<file path="config.mk">
export PLATFORM = sky130hd
export DESIGN_NAME = rotate_shift_bit_flag_unit_core
export DESIGN_NICKNAME = d
export VERILOG_FILES = /design/src/rtl/core/rsbf_pkg.sv /design/src/rtl/core/rotate_shift_bit_flag_unit_core.sv
export VERILOG_INCLUDE_DIRS = /design/src /design/src/rtl/core
export SDC_FILE = /design/constraint.sdc
export NUM_CORES = 1
export LEC_CHECK = 0
export BUFFER_PORTS_ARGS = -buffer_cell sky130_fd_sc_hd__buf_2
export CORE_ASPECT_RATIO = 1.4
export CORE_MARGIN = 2
export CORE_UTILIZATION = 51
export DETAILED_ROUTE_END_ITERATION = 12
export PLACE_DENSITY = 0.73
export SLEW_MARGIN = 25
export SYNTH_ARGS = -nofsm -noshare
export SYNTH_HDL_FRONTEND = slang
export SYNTH_SLANG_ARGS = --single-unit
</file>
<file path="constraint.sdc">
create_clock -name clk -period 4.68 [get_ports clk]
set_clock_uncertainty 0.15 [all_clocks]
set_input_delay 0.468 -clock clk [delete_from_list [all_inputs] [get_ports clk]]
set_output_delay 0.468 -clock clk [all_outputs]
set_load 0.01 [all_outputs]
</file>
<file path="src/rtl/core/rotate_shift_bit_flag_unit_core_macros.svh">
// Assertion macros for the bit, rotate and flag unit RTL.
`ifndef ROTATE_SHIFT_BIT_FLAG_UNIT_CORE_MACROS_SVH
`define ROTATE_SHIFT_BIT_FLAG_UNIT_CORE_MACROS_SVH

// Check that a condition implies another in the same cycle.
`define RSBF_ASSERT_IMPL(lbl, ante, cons, msg) \
	lbl: assert property (@(posedge clk) disable iff (!arst_n) (ante) |-> (cons)) \
		else $error(msg);

// Check that a condition implies another in the next cycle.
`define RSBF_ASSERT_NEXT(lbl, ante, cons, msg) \
	lbl: assert property (@(posedge clk) disable iff (!arst_n) (ante) |=> (cons)) \
		else $error(msg);

`endif

</file>
<file path="src/rtl/core/rsbf_pkg.sv">
// Types and constants of the bit, rotate and flag unit.
`default_nettype none

package rsbf_pkg;

	// CB opcode groups, bits 7:6
	typedef enum logic [1:0] {
		GRP_ROT = 2'd0,
		GRP_BIT = 2'd1,
		GRP_RES = 2'd2,
		GRP_SET = 2'd3
	} cb_grp_t;

	// CB rotate and shift operations, bits 5:3
	typedef enum logic [2:0] {
		ROT_RLC  = 3'd0,
		ROT_RRC  = 3'd1,
		ROT_RL   = 3'd2,
		ROT_RR   = 3'd3,
		ROT_SLA  = 3'd4,
		ROT_SRA  = 3'd5,
		ROT_SWAP = 3'd6,
		ROT_SRL  = 3'd7
	} rot_op_t;

	// Accumulator operations, bits 5:3
	typedef enum logic [2:0] {
		ACC_RLCA = 3'd0,
		ACC_RRCA = 3'd1,
		ACC_RLA  = 3'd2,
		ACC_RRA  = 3'd3,
		ACC_DAA  = 3'd4,
		ACC_CPL  = 3'd5,
		ACC_SCF  = 3'd6,
		ACC_CCF  = 3'd7
	} acc_op_t;

	localparam logic       KIND_CB  = 1'b0;
	localparam logic [2:0] REG_HL   = 3'd6;

	localparam logic [7:0] DAA_LOW_ADJ    = 8'h06;
	localparam logic [7:0] DAA_HIGH_ADJ   = 8'h60;
	localparam logic [7:0] DAA_HIGH_LIMIT = 8'h99;
	localparam logic [3:0] DAA_LOW_LIMIT  = 4'h9;

	localparam logic [2:0] CYC_ACC     = 3'd1;
	localparam logic [2:0] CYC_CB_REG  = 3'd2;
	localparam logic [2:0] CYC_BIT_MEM = 3'd3;
	localparam logic [2:0] CYC_CB_MEM  = 3'd4;

	typedef struct packed {
		logic z;
		logic n;
		logic h;
		logic c;
	} flags_t;

	typedef struct packed {
		logic [7:0] value;
		logic       writes_back;
		flags_t     flags;
		logic [2:0] cycles;
	} rsbf_res_t;

endpackage

`default_nettype wire

</file>
<file path="src/rtl/core/rotate_shift_bit_flag_unit_core.sv">
// Two register stages: the input register (stage 1) and the result register (stage 2).
// Throughput: one item per cycle while m_tready stays high; the only path is the single-pass decode between the two.
// A stalled output holds its item; the input register refills as soon as it moves on.
// Reset: arst_n asynchronous, active low; clears both valid bits, payload is not reset.
// Top level of the bit, rotate and flag unit.
`default_nettype none

`include "rotate_shift_bit_flag_unit_core_macros.svh"

module rotate_shift_bit_flag_unit_core (
	input  wire logic        clk,
	input  wire logic        arst_n,
	input  wire logic        s_tvalid,
	output logic             s_tready,
	// [7:0] op_code, [15:8] operand, [16] zero_in, [17] subtract_in,
	// [18] half_in, [19] carry_in, [23:20] zero
	input  wire logic [23:0] s_tdata,
	// [0] kind
	input  wire logic [0:0]  s_tuser,
	output logic             m_tvalid,
	input  wire logic        m_tready,
	// [7:0] result, [8] writes_back, [9] zero_out, [10] subtract_out,
	// [11] half_out, [12] carry_out, [15:13] machine_cycles
	output logic [15:0]      m_tdata
);
	import rsbf_pkg::*;

	// Stage 1: input register
	logic       valid_s1;
	logic       kind_s1;
	logic [7:0] op_s1;
	logic [7:0] operand_s1;
	flags_t     flags_s1;

	// Stage 2: result register
	logic       valid_s2;
	rsbf_res_t  res_s2;

	logic      adv_s1;   // stage 1 item moves into stage 2
	rsbf_res_t res_c;

	// Stage 2 frees when empty or taken; stage 1 takes an item when it empties.
	assign adv_s1   = valid_s1 && (!valid_s2 || m_tready);
	assign s_tready = !valid_s1 || !valid_s2 || m_tready;

	always_ff @(posedge clk or negedge arst_n) begin
		if (!arst_n) begin
			valid_s1 <= 1'b0;
			valid_s2 <= 1'b0;
		end else begin
			if (s_tready) begin
				valid_s1 <= s_tvalid;
			end
			if (!valid_s2 || m_tready) begin
				valid_s2 <= valid_s1;
			end
		end
	end

	always_ff @(posedge clk) begin
		if (s_tvalid && s_tready) begin
			kind_s1    <= s_tuser[0];
			op_s1      <= s_tdata[7:0];
			operand_s1 <= s_tdata[15:8];
			flags_s1   <= '{z: s_tdata[16], n: s_tdata[17], h: s_tdata[18], c: s_tdata[19]};
		end
		if (adv_s1) begin
			res_s2 <= res_c;
		end
	end

	// Single-pass decode and evaluation of the stage 1 item.
	always_comb begin
		logic [2:0] sel;
		logic       msb;
		logic       lsb;
		logic       mem;
		logic [7:0] bit_mask;
		logic [7:0] adj;
		logic       high_fix;

		sel      = op_s1[5:3];
		msb      = operand_s1[7];
		lsb      = operand_s1[0];
		mem      = (op_s1[2:0] == REG_HL);
		bit_mask = 8'(1) << sel;
		adj      = 8'h00;
		high_fix = 1'b0;

		res_c.value       = operand_s1;
		res_c.writes_back = 1'b1;
		res_c.flags       = flags_s1;
		res_c.cycles      = CYC_ACC;

		if (kind_s1 == KIND_CB) begin
			res_c.cycles = mem ? CYC_CB_MEM : CYC_CB_REG;
			unique case (cb_grp_t'(op_s1[7:6]))
				GRP_BIT: begin
					// test only: flags change, value untouched
					res_c.flags.z     = !(|(operand_s1 & bit_mask));
					res_c.flags.n     = 1'b0;
					res_c.flags.h     = 1'b1;
					res_c.writes_back = 1'b0;
					res_c.cycles      = mem ? CYC_BIT_MEM : CYC_CB_REG;
				end
				GRP_RES: res_c.value = operand_s1 & ~bit_mask;
				GRP_SET: res_c.value = operand_s1 | bit_mask;
				GRP_ROT: begin
					unique case (rot_op_t'(sel))
						ROT_RLC:  begin
							res_c.value = {operand_s1[6:0], msb};
							res_c.flags.c = msb;
						end
						ROT_RRC:  begin
							res_c.value = {lsb, operand_s1[7:1]};
							res_c.flags.c = lsb;
						end
						ROT_RL:   begin
							res_c.value = {operand_s1[6:0], flags_s1.c};
							res_c.flags.c = msb;
						end
						ROT_RR:   begin
							res_c.value = {flags_s1.c, operand_s1[7:1]};
							res_c.flags.c = lsb;
						end
						ROT_SLA:  begin
							res_c.value = {operand_s1[6:0], 1'b0};
							res_c.flags.c = msb;
						end
						ROT_SRA:  begin
							res_c.value = {msb, operand_s1[7:1]};
							res_c.flags.c = lsb;
						end
						ROT_SWAP: begin
							res_c.value = {operand_s1[3:0], operand_s1[7:4]};
							res_c.flags.c = 1'b0;
						end
						ROT_SRL:  begin
							res_c.value = {1'b0, operand_s1[7:1]};
							res_c.flags.c = lsb;
						end
					endcase
					res_c.flags.z = (res_c.value == 8'h00);
					res_c.flags.n = 1'b0;
					res_c.flags.h = 1'b0;
				end
			endcase
		end else begin
			unique case (acc_op_t'(sel))
				ACC_RLCA: begin
					res_c.value = {operand_s1[6:0], msb};
					res_c.flags = '{z: 1'b0, n: 1'b0, h: 1'b0, c: msb};
				end
				ACC_RRCA: begin
					res_c.value = {lsb, operand_s1[7:1]};
					res_c.flags = '{z: 1'b0, n: 1'b0, h: 1'b0, c: lsb};
				end
				ACC_RLA:  begin
					res_c.value = {operand_s1[6:0], flags_s1.c};
					res_c.flags = '{z: 1'b0, n: 1'b0, h: 1'b0, c: msb};
				end
				ACC_RRA:  begin
					res_c.value = {flags_s1.c, operand_s1[7:1]};
					res_c.flags = '{z: 1'b0, n: 1'b0, h: 1'b0, c: lsb};
				end
				ACC_DAA:  begin
					if (flags_s1.n) begin
						// after a subtraction: undo by the flags alone, carry kept
						adj = (flags_s1.h ? DAA_LOW_ADJ : 8'h00)
						    | (flags_s1.c ? DAA_HIGH_ADJ : 8'h00);
						res_c.value = operand_s1 - adj;
					end else begin
						high_fix = flags_s1.c || (operand_s1 > DAA_HIGH_LIMIT);
						adj = ((flags_s1.h || (operand_s1[3:0] > DAA_LOW_LIMIT))
						       ? DAA_LOW_ADJ : 8'h00)
						    | (high_fix ? DAA_HIGH_ADJ : 8'h00);
						res_c.value   = operand_s1 + adj;
						res_c.flags.c = high_fix;
					end
					res_c.flags.z = (res_c.value == 8'h00);
					res_c.flags.h = 1'b0;
				end
				ACC_CPL:  begin
					res_c.value   = ~operand_s1;
					res_c.flags.n = 1'b1;
					res_c.flags.h = 1'b1;
				end
				ACC_SCF:  begin
					res_c.writes_back = 1'b0;
					res_c.flags.n     = 1'b0;
					res_c.flags.h     = 1'b0;
					res_c.flags.c     = 1'b1;
				end
				ACC_CCF:  begin
					res_c.writes_back = 1'b0;
					res_c.flags.n     = 1'b0;
					res_c.flags.h     = 1'b0;
					res_c.flags.c     = !flags_s1.c;
				end
			endcase
		end
	end

	// Pack the result register onto the output bus.
	assign m_tvalid = valid_s2;
	assign m_tdata  = {res_s2.cycles, res_s2.flags.c, res_s2.flags.h, res_s2.flags.n,
	                   res_s2.flags.z, res_s2.writes_back, res_s2.value};

	// A stage 1 item with room ahead must show up at the output next cycle.
	`RSBF_ASSERT_NEXT(a_adv_fills_out, adv_s1, m_tvalid, "stage 1 item lost on advance")
	// A blocked stage 1 item must stay put.
	`RSBF_ASSERT_NEXT(a_s1_holds, valid_s1 && !adv_s1, valid_s1, "stage 1 item dropped")
	// The machine cycle field always holds one of the CYC_ constants of the package.
	`RSBF_ASSERT_IMPL(a_cyc_range, m_tvalid,
		(m_tdata[15:13] == CYC_ACC) || (m_tdata[15:13] == CYC_CB_REG) ||
		(m_tdata[15:13] == CYC_BIT_MEM) || (m_tdata[15:13] == CYC_CB_MEM),
		"machine cycle count out of range")
	// CYC_BIT_MEM only arises from a memory BIT test, which never writes back.
	`RSBF_ASSERT_IMPL(a_bit_no_wb, m_tvalid && (m_tdata[15:13] == CYC_BIT_MEM),
		!m_tdata[8], "BIT test marked for write back")

endmodule

`default_nettype wire
</file>
==> results of run 1 <==
==> logic make-up (layout without fill, tap and decap cells) <==
logic type                 Yosys count  in the layout  share of synthesized area, %
and+or+nand+nor                     95             95                          17.4
muxes                               21             21                          8.73
AOI/OAI and AO/OA                   90             90                          21.4
xor gates and xnor gates             5              5                          1.55
DFF                                 39             39                          41.1
buffers and inverters               33             64                          5.76
adders and majority gates            9              9                          3.99
==> critical path, cell delays in order (launching register included) <==
cell,delay [ns]
edfxtp_1,0.55
o21a_1,0.26
a211o_1,0.29
a21oi_1,0.25
ha_1,0.27
nand2_1,0.06
o21ai_0,0.08
ha_1,0.35
or3b_2,0.13
nand3_1,0.07
a211oi_1,0.39
mux2i_1,0.14
a211o_1,0.32
o211a_1,0.13
==> layout make-up <==
cell class,count,area [sq um]
clock buffers,5,68.8
clock inverters,3,43.8
fillers,512,2310
inverters,10,37.5
multi-input cells,220,1500
flip-flops and latches,39,1160
well taps,68,85.1
repair buffers,46,243
==> routing by layer <==
metal | track usage, % | share of wire (%) | vias to the layer above
met5 | 0 | 0 | -
met2 | 37.1 | 50 | 119
met1 | 27.1 | 38 | 1099
met4 | 11.1 | 4.4 | 0
li1 | - | - | 1148
met3 | 3.68 | 7.3 | 26
==> state kept, by name (all words and copies together) (netlist names) <==
register	flops
m_tdata	16
op_s1	8
operand_s1	8
flags_s1	4
kind_s1	1
m_tvalid	1
valid_s1	1
==> worst paths after layout <==
check,startpoint,end,slack (ns),depth (start not counted)
min in group asynchronous,arst_n,valid_s1,0.34,2
worst max-delay path,operand_s1[1],m_tdata[6],0.99,13
worst min-delay path,s_tuser,kind_s1,0.19,1
worst min register to register,valid_s1,m_tvalid,0.34,1
worst max register to register,operand_s1[1],m_tdata[6],0.99,13
max in group asynchronous,arst_n,m_tvalid,3.95,2
==> cells in the final DEF (no fill, tap or decap), types with 3 or more instances in the layout <==
| cell | count |
|---|---|
| o21a_1 | 4 |
| nand2_1 | 27 |
| ha_1 | 9 |
| o211ai_1 | 6 |
| a211o_1 | 3 |
| nand2b_1 | 11 |
| nor3_1 | 4 |
| buf_2 | 42 |
| and2_1 | 4 |
| xnor2_1 | 4 |
| a221oi_1 | 5 |
| edfxtp_1 | 37 |
| clkbuf_8 | 5 |
| mux2_2 | 5 |
| mux2i_1 | 13 |
| a21boi_0 | 4 |
| a211oi_1 | 3 |
| nor2b_1 | 4 |
| inv_1 | 10 |
| nand3_1 | 4 |
| nor2_1 | 20 |
| o21ai_0 | 29 |
| a21oi_1 | 15 |
| buf_4 | 3 |
| nand3b_1 | 5 |
| and3_1 | 3 |
| o22ai_1 | 3 |
| nand4b_1 | 3 |
==> metrics by stage <==
| step | hold slack (ns) | power, mW |
|---|---|---|
| after global routing | 0.183 | 0.995 |
| after global placement | 0.103 | 0.671 |
| after floorplan | 0.0224 | 0.617 |
| final | 0.193 | 0.947 |
| after detailed placement | 0.107 | 0.678 |
| after CTS | 0.187 | 0.952 |
==> power by group <==
| part | internal (mW) | switching (mW) | total, mW |
|---|---|---|---|
| combinational | 0.100 | 0.120 | 0.221 |
| sequential | 0.417 | 0.0352 | 0.452 |
| clock | 0.159 | 0.116 | 0.274 |
| total | 0.676 | 0.271 | 0.947 |
==> metrics.yaml, run 1 <==
yosys:
  ys_seq_area_share_pct: 41.1
  synth_edf_count: 37
  ys_ff_latch: 39
  synth_common_cells: "edfxtp_1, o21ai_0, nand2_1"
  ys_warn_count: 0
  synthArstFlopShare_pct: 5.13
  syn_area_sq_um: 2820
  netlist_top_cells_area: "edfxtp_1, o21ai_0, mux2i_1"
  synth_area_per_cell_sq_um: 9.67
  synth_cells: 292
  yosysUniqueCellTypes: 55
  synth_most_common_cell: "edfxtp_1"
  netlist.area_leader.share_pct: 39.3
  yosys.area.top_type: "edfxtp_1"
  synth_fp_nets: 330
  ys.flop_type: "edfxtp_1"
cts:
  cts-htree-levels: 2
  clock-root-buffer: "clkbuf_8"
  cts_buffers: 5
  post_cts_resized: 0
  clk_pin_slew_worst_paths_ns: 0.08
  postCtsSetupBuffers: 0
  cts_tree: "done"
  cts_hold_buf: 1
  cts_sinks: 39
  clockBufferDepth: 2
  clkLatencyLatePin_ns: 0.29
power_and_ir_drop:
  ir_worst_vdd_v: 0.000243
  leakagePower_nw: 1.25
  powerDensity_nw_per_um2: 302
placement:
  post-place-ws_ns: 1.04
  io_buffer_count: 42
  gp_congestion: 0.935
  dpl.cell_count: 382
  dp_hpwl_mm: 4.70
  placed_cell_area_sq_um: 3020
timing:
  tightest_slew_ns: 0.896
  finalCritPeriodShare_pct: 78.9
  layout_setup_ws_ns: 0.988
  drv_slew: 0
  fmax_mhz: 271
  tns_ns: 0
  rsz0062_at_grt: "false"
  hold_violations: 0
  min_period_ns: 3.69
  slew_headroom_pct: 40.3
  setup-violations-final: 0
detailed_routing:
  first_pass_iters: 5
  wl_per_cell_microns: 16.3
  num_vias: 2392
  totalWireLength_mm: 6.38
  route.antenna.remaining_nets: 0
  drt_iter0_drc: 160
  drc_errors: 0
  avgViaCountPerCell: 6.12
setup_path:
  cp_data_required_time_ns: 4.57
  crit_fanout: 11
  criticalPathCategory: "reg2reg"
  crit_arrival_ns: 3.59
  crit_path_end_kind: "flip-flop"
  worstSetupStartpointType: "flip-flop"
floorplan:
  rows: 32
  core-area_sq_um: 5450
  io_pins: 47
  fp.dieW_microns: 66.9
  initial_core_util_pct: 51.9
  die_y_microns: 92.0
  die_area_sq_um: 6160
status:
  run_status: "completed"
run:
  cap_violations: 0
finish:
  instances_no_fill: 391
  antenna_cells: 0
  syn2layout_area_growth_pct: 11.2
  nets: 360
  final_area_sq_um: 3140
  drive_above_1_share_pct: 21.1
  post-route-util_pct: 57.7
global_route:
  grt.overflow.total: 0
  antenna_found_initial: 0
  grt_pass1_wl_mm: 10.5
  grt_use_total_pct: 22.2
  grt_start_max_net_pins: 38
  first_global_vias: 2186
worst_hold_path:
  hold_path_class: "in2reg"
(Power assumes the default switching activity.)
==> inputs of run 2 (changes only) <==
==> constraint.sdc (replaced) <==
create_clock -name clk -period 3.8 [get_ports clk]
set_clock_uncertainty 0.15 [all_clocks]
set_input_delay 0.38 -clock clk [delete_from_list [all_inputs] [get_ports clk]]
set_output_delay 0.38 -clock clk [all_outputs]
set_load 0.01 [all_outputs]
==> metrics.yaml, run 2 (synthesis results as in run 1) <==
status:
  run_status: "completed"
setup_path:
  path_buf_inv: 1
  ff2ff_setup_slack_ns: 0.26
  cp_data_required_time_ns: 3.69
  r2r-end: "m_tdata[6]"
  reg2regPathDepth: 13
  worstSetupStartpointType: "flip-flop"
  path_delay_family: "compound AO/OA/AOI/OAI gates"
  crit_chain: "o21a_1 > a211o_1 > a21oi_1 > ha_1 > nand2_1 > o21ai_0 > ha_1 > inv_1 > a2111oi_0 > a211oi_1 > mux2i_1 > a211o_1 > o211a_1"
  slowest_stage: "a211oi_1"
  crit_arrival_ns: 3.43
  criticalPathCategory: "reg2reg"
  r2r_start: "operand_s1[2]"
  crit_fanout: 4
  cpPeakStageDelay_ns: 0.41
  crit_path_end_kind: "flip-flop"
finish:
  mostFrequentLayoutCells: "buf_2, edfxtp_1, o21ai_0"
  syn2layout_area_growth_pct: 12.8
  drive_above_1_share_pct: 22.5
  fillers: 514
  nets: 366
  layout_commonest_cell: "buf_2"
  antenna_cells: 0
  post-route-util_pct: 58.5
  largest_reg_flops: 16
  instances_no_fill: 397
global_route:
  grt_start_max_net_pins: 28
  grt_pass1_wl_mm: 10.6
  antenna_found_initial: 0
  grt.overflow.total: 0
  grt_use_total_pct: 22.9
  first_global_vias: 2190
floorplan:
  fp.dieW_microns: 66.9
  initial_core_util_pct: 51.9
  die_y_microns: 92.0
  io_pins: 47
  core-area_sq_um: 5450
  die_area_sq_um: 6160
  rows: 32
timing:
  finalCritPeriodShare_pct: 93.1
  fmax_mhz: 283
  tns_ns: 0
  hold-worst-slack_ns: 0.107
  slew_headroom_pct: 37.2
  layout_setup_ws_ns: 0.262
  min_period_ns: 3.54
  hold_violations: 0
  tightest_slew_ns: 0.941
  setup-violations-final: 0
  drv_slew: 0
  rsz0062_at_grt: "false"
worst_hold_path:
  hold_end: "op_s1[0]"
  whs_path_depth: 1
  hold_path_class: "in2reg"
  hp-start: "s_tdata[0]"
detailed_routing:
  route.antenna.remaining_nets: 0
  drt_iter0_drc: 203
  avgViaCountPerCell: 5.90
  totalWireLength_mm: 6.58
  wl_per_cell_microns: 16.6
  drc_errors: 0
  first_pass_iters: 4
  num_vias: 2344
power_and_ir_drop:
  powerDensity_nw_per_um2: 369
  ir_worst_vdd_v: 0.000279
  leakagePower_nw: 1.27
placement:
  post-place-ws_ns: 0.271
  gp_congestion: 0.935
  io_buffer_count: 42
  dpl.cell_count: 388
  dp_hpwl_mm: 4.80
run:
  cap_violations: 0
cts:
  clock-root-buffer: "clkbuf_8"
  clockBufferDepth: 2
  clk_pin_slew_worst_paths_ns: 0.08
  cts_buffers: 5
  post_cts_resized: 0
  cts-htree-levels: 2
  clkLatencyLatePin_ns: 0.29
  cts_tree: "done"
  cts_sinks: 39
[run 2: timing repair]
item	in CTS	in global routing
hold buffers	1	0
endpoints found under the hold margin	2	0
buffers inserted	0	0
[run 2: through the flow]
stage                     instance area [sq um]  total power, mW
after floorplan                            2820            0.759
after global placement                     3060            0.835
after detailed placement                   3060            0.842
after CTS                                  3180             1.18
after global routing                       3180             1.24
final                                      3180             1.17
[run 2: worst max path at each step]
stage	from	end	cells past startpoint
CTS	operand_s1[2]	m_tdata[6]	13
global route	operand_s1[2]	m_tdata[6]	13
finish	operand_s1[2]	m_tdata[6]	13
global placement	operand_s1[2]	m_tdata[6]	13
floorplan	operand_s1[1]	m_tdata[6]	14
detailed placement	operand_s1[2]	m_tdata[6]	13
[run 2: per-layer routing]
layer	GRT usage (%)	up-vias	wire length, microns
met3	3.56	22	329
li1	-	1157	-
met4	11.1	0	260
met2	38.8	88	3360
met1	27.7	1077	2630
met5	0	-	0
[run 2: final cells by class]
type                       instances  area, sq um  area share [%]
clock buffer                       5         68.8            2.16
clock inverter                     3         43.8            1.38
inverter                          10         37.5            1.18
multi-input combinational        220         1500            47.1
sequential                        39         1160            36.5
tap                               68         85.1            2.67
timing repair buffer              52          288            9.04
[run 2: report_power, final]
part / internal [mW] / total [mW] / switching [mW]
clock network: 0.195 / 0.338 / 0.142
registers: 0.514 / 0.552 / 0.0387
logic: 0.128 / 0.284 / 0.156
total: 0.837 / 1.17 / 0.337
==> inputs of run 3 (changes only) <==
--- a/config.mk
+++ b/config.mk
@@ -7,12 +7,12 @@
 export NUM_CORES = 1
 export LEC_CHECK = 0
 export BUFFER_PORTS_ARGS = -buffer_cell sky130_fd_sc_hd__buf_2
-export CORE_ASPECT_RATIO = 1.4
+export CORE_ASPECT_RATIO = 0.75
 export CORE_MARGIN = 2
 export CORE_UTILIZATION = 51
 export DETAILED_ROUTE_END_ITERATION = 12
 export PLACE_DENSITY = 0.73
-export SLEW_MARGIN = 25
+export SLEW_MARGIN = 20
 export SYNTH_ARGS = -nofsm -noshare
 export SYNTH_HDL_FRONTEND = slang
 export SYNTH_SLANG_ARGS = --single-unit
==> metrics.yaml, run 3 (synthesis results as in run 1) <==
cts:
  cts_buffers: 5
  clk_pin_slew_worst_paths_ns: 0.07
  clockBufferDepth: 2
  postCtsSetupBuffers: 0
  cts_tree: "done"
  clock-root-buffer: "clkbuf_8"
  cts-htree-levels: 2
  clkLatencyLatePin_ns: 0.30
  cts_sinks: 39
finish:
  nets: 366
  mostFrequentLayoutCells: "buf_2, edfxtp_1, o21ai_0"
  syn2layout_area_growth_pct: 12.0
  post-route-util_pct: 59.1
  drive_above_1_share_pct: 21.9
  layout_commonest_cell: "buf_2"
  largest_reg_flops: 16
  antenna_cells: 0
timing:
  rsz0062_at_grt: "false"
  setup-violations-final: 0
  tightest_slew_ns: 1.00
  tns_ns: 0
  layout_setup_ws_ns: 0.348
  slew_headroom_pct: 33.2
  drv_slew: 0
  finalCritPeriodShare_pct: 90.8
  min_period_ns: 3.45
  hold_violations: 0
  fmax_mhz: 290
global_route:
  first_global_vias: 2035
  use_met3_pct: 5.18
  met2_usage_pct: 32.5
  use_met1_pct: 34.1
  grt_use_total_pct: 22.8
  antenna_found_initial: 0
  grt.overflow.total: 0
  busiest_layer: "met1"
  grt_pass1_wl_mm: 10.7
  grt_start_max_net_pins: 31
floorplan:
  fp.dieW_microns: 89.9
  die_area_sq_um: 6150
  die_y_microns: 68.4
  core-area_sq_um: 5350
  io_pins: 47
  initial_core_util_pct: 52.8
  rows: 23
placement:
  gp_congestion: 0.936
  post-place-ws_ns: 0.361
  dp_hpwl_mm: 4.69
  io_buffer_count: 42
detailed_routing:
  first_pass_iters: 5
  route.antenna.remaining_nets: 0
  drt_iter0_drc: 229
  num_vias: 2397
  totalWireLength_mm: 6.61
  wl_per_cell_microns: 16.4
  avgViaCountPerCell: 5.93
  drc_errors: 0
setup_path:
  worstSetupStartpointType: "flip-flop"
  crit_arrival_ns: 3.35
  criticalPathCategory: "reg2reg"
  cp_data_required_time_ns: 3.70
  crit_fanout: 4
  crit_path_end_kind: "flip-flop"
  reg2regPathDepth: 13
worst_hold_path:
  whs_path_depth: 1
  hold_path_class: "in2reg"
power_and_ir_drop:
  powerDensity_nw_per_um2: 351
  leakagePower_nw: 1.26
  ir_worst_vdd_v: 0.000174
run:
  cap_violations: 0
status:
  run_status: "completed"
-- run 3: final timing paths --
kind,from,endpoint,slack (ns)
worst max-delay path,operand_s1[1],m_tdata[6],0.35
worst min-delay path,s_tdata[14],operand_s1[6],0.11
worst max register to register,operand_s1[1],m_tdata[6],0.35
worst min register to register,valid_s1,m_tvalid,0.33
max in group asynchronous,arst_n,m_tvalid,3.16
min in group asynchronous,arst_n,valid_s1,0.24
-- run 3: final cells by class --
type / instances / area, sq um
Multi-Input combinational cell: 220 / 1500
Timing Repair Buffer: 52 / 288
Clock inverter: 1 / 5.00
Inverter: 10 / 37.5
Fill cell: 501 / 2190
Tap cell: 75 / 93.8
Clock buffer: 7 / 76.3
Sequential cell: 39 / 1160
-- run 3: power by group --
part / internal (mW) / switching [mW]
Combinational: 0.129 / 0.160
Sequential: 0.514 / 0.0386
Clock: 0.129 / 0.140
Total: 0.771 / 0.338
-- run 3: worst max-delay path: stages, from the launching register on --
cell       delay [ns]
edfxtp_1         0.44
o21a_1           0.22
a211o_1          0.29
a21oi_1          0.26
ha_1             0.28
nand2_1          0.06
o21ai_0          0.08
ha_1             0.34
inv_1            0.10
a2111oi_0        0.06
a211oi_1         0.34
mux2i_1          0.13
a211o_1          0.31
o211a_1          0.14
-- run 3: routing by layer --
metal	share of wire, %	vias up
li1	-	1163
met1	49	1117
met2	42	107
met3	8.3	10
met4	1.4	0
met5	0	-
-- run 3: per-stage QoR --
step,total power [mW],std cells,area [sq um],hold slack (ns)
6_report,1.11,404,3160,0.106
5_1_grt,1.17,404,3160,0.101
4_1_cts,1.11,404,3160,0.101
3_5_place_dp,0.842,395,3070,0.0183
3_3_place_gp,0.836,395,3070,0.0177
2_1_floorplan,0.759,292,2820,-0.0656
-- run 3: repair_timing --
action | 4_1_cts | 5_1_grt
hold endpoints to repair | 2 | 0
hold buffers | 1 | 0
endpoints found under the setup margin | 0 | 0
resized for setup | 0 | 0
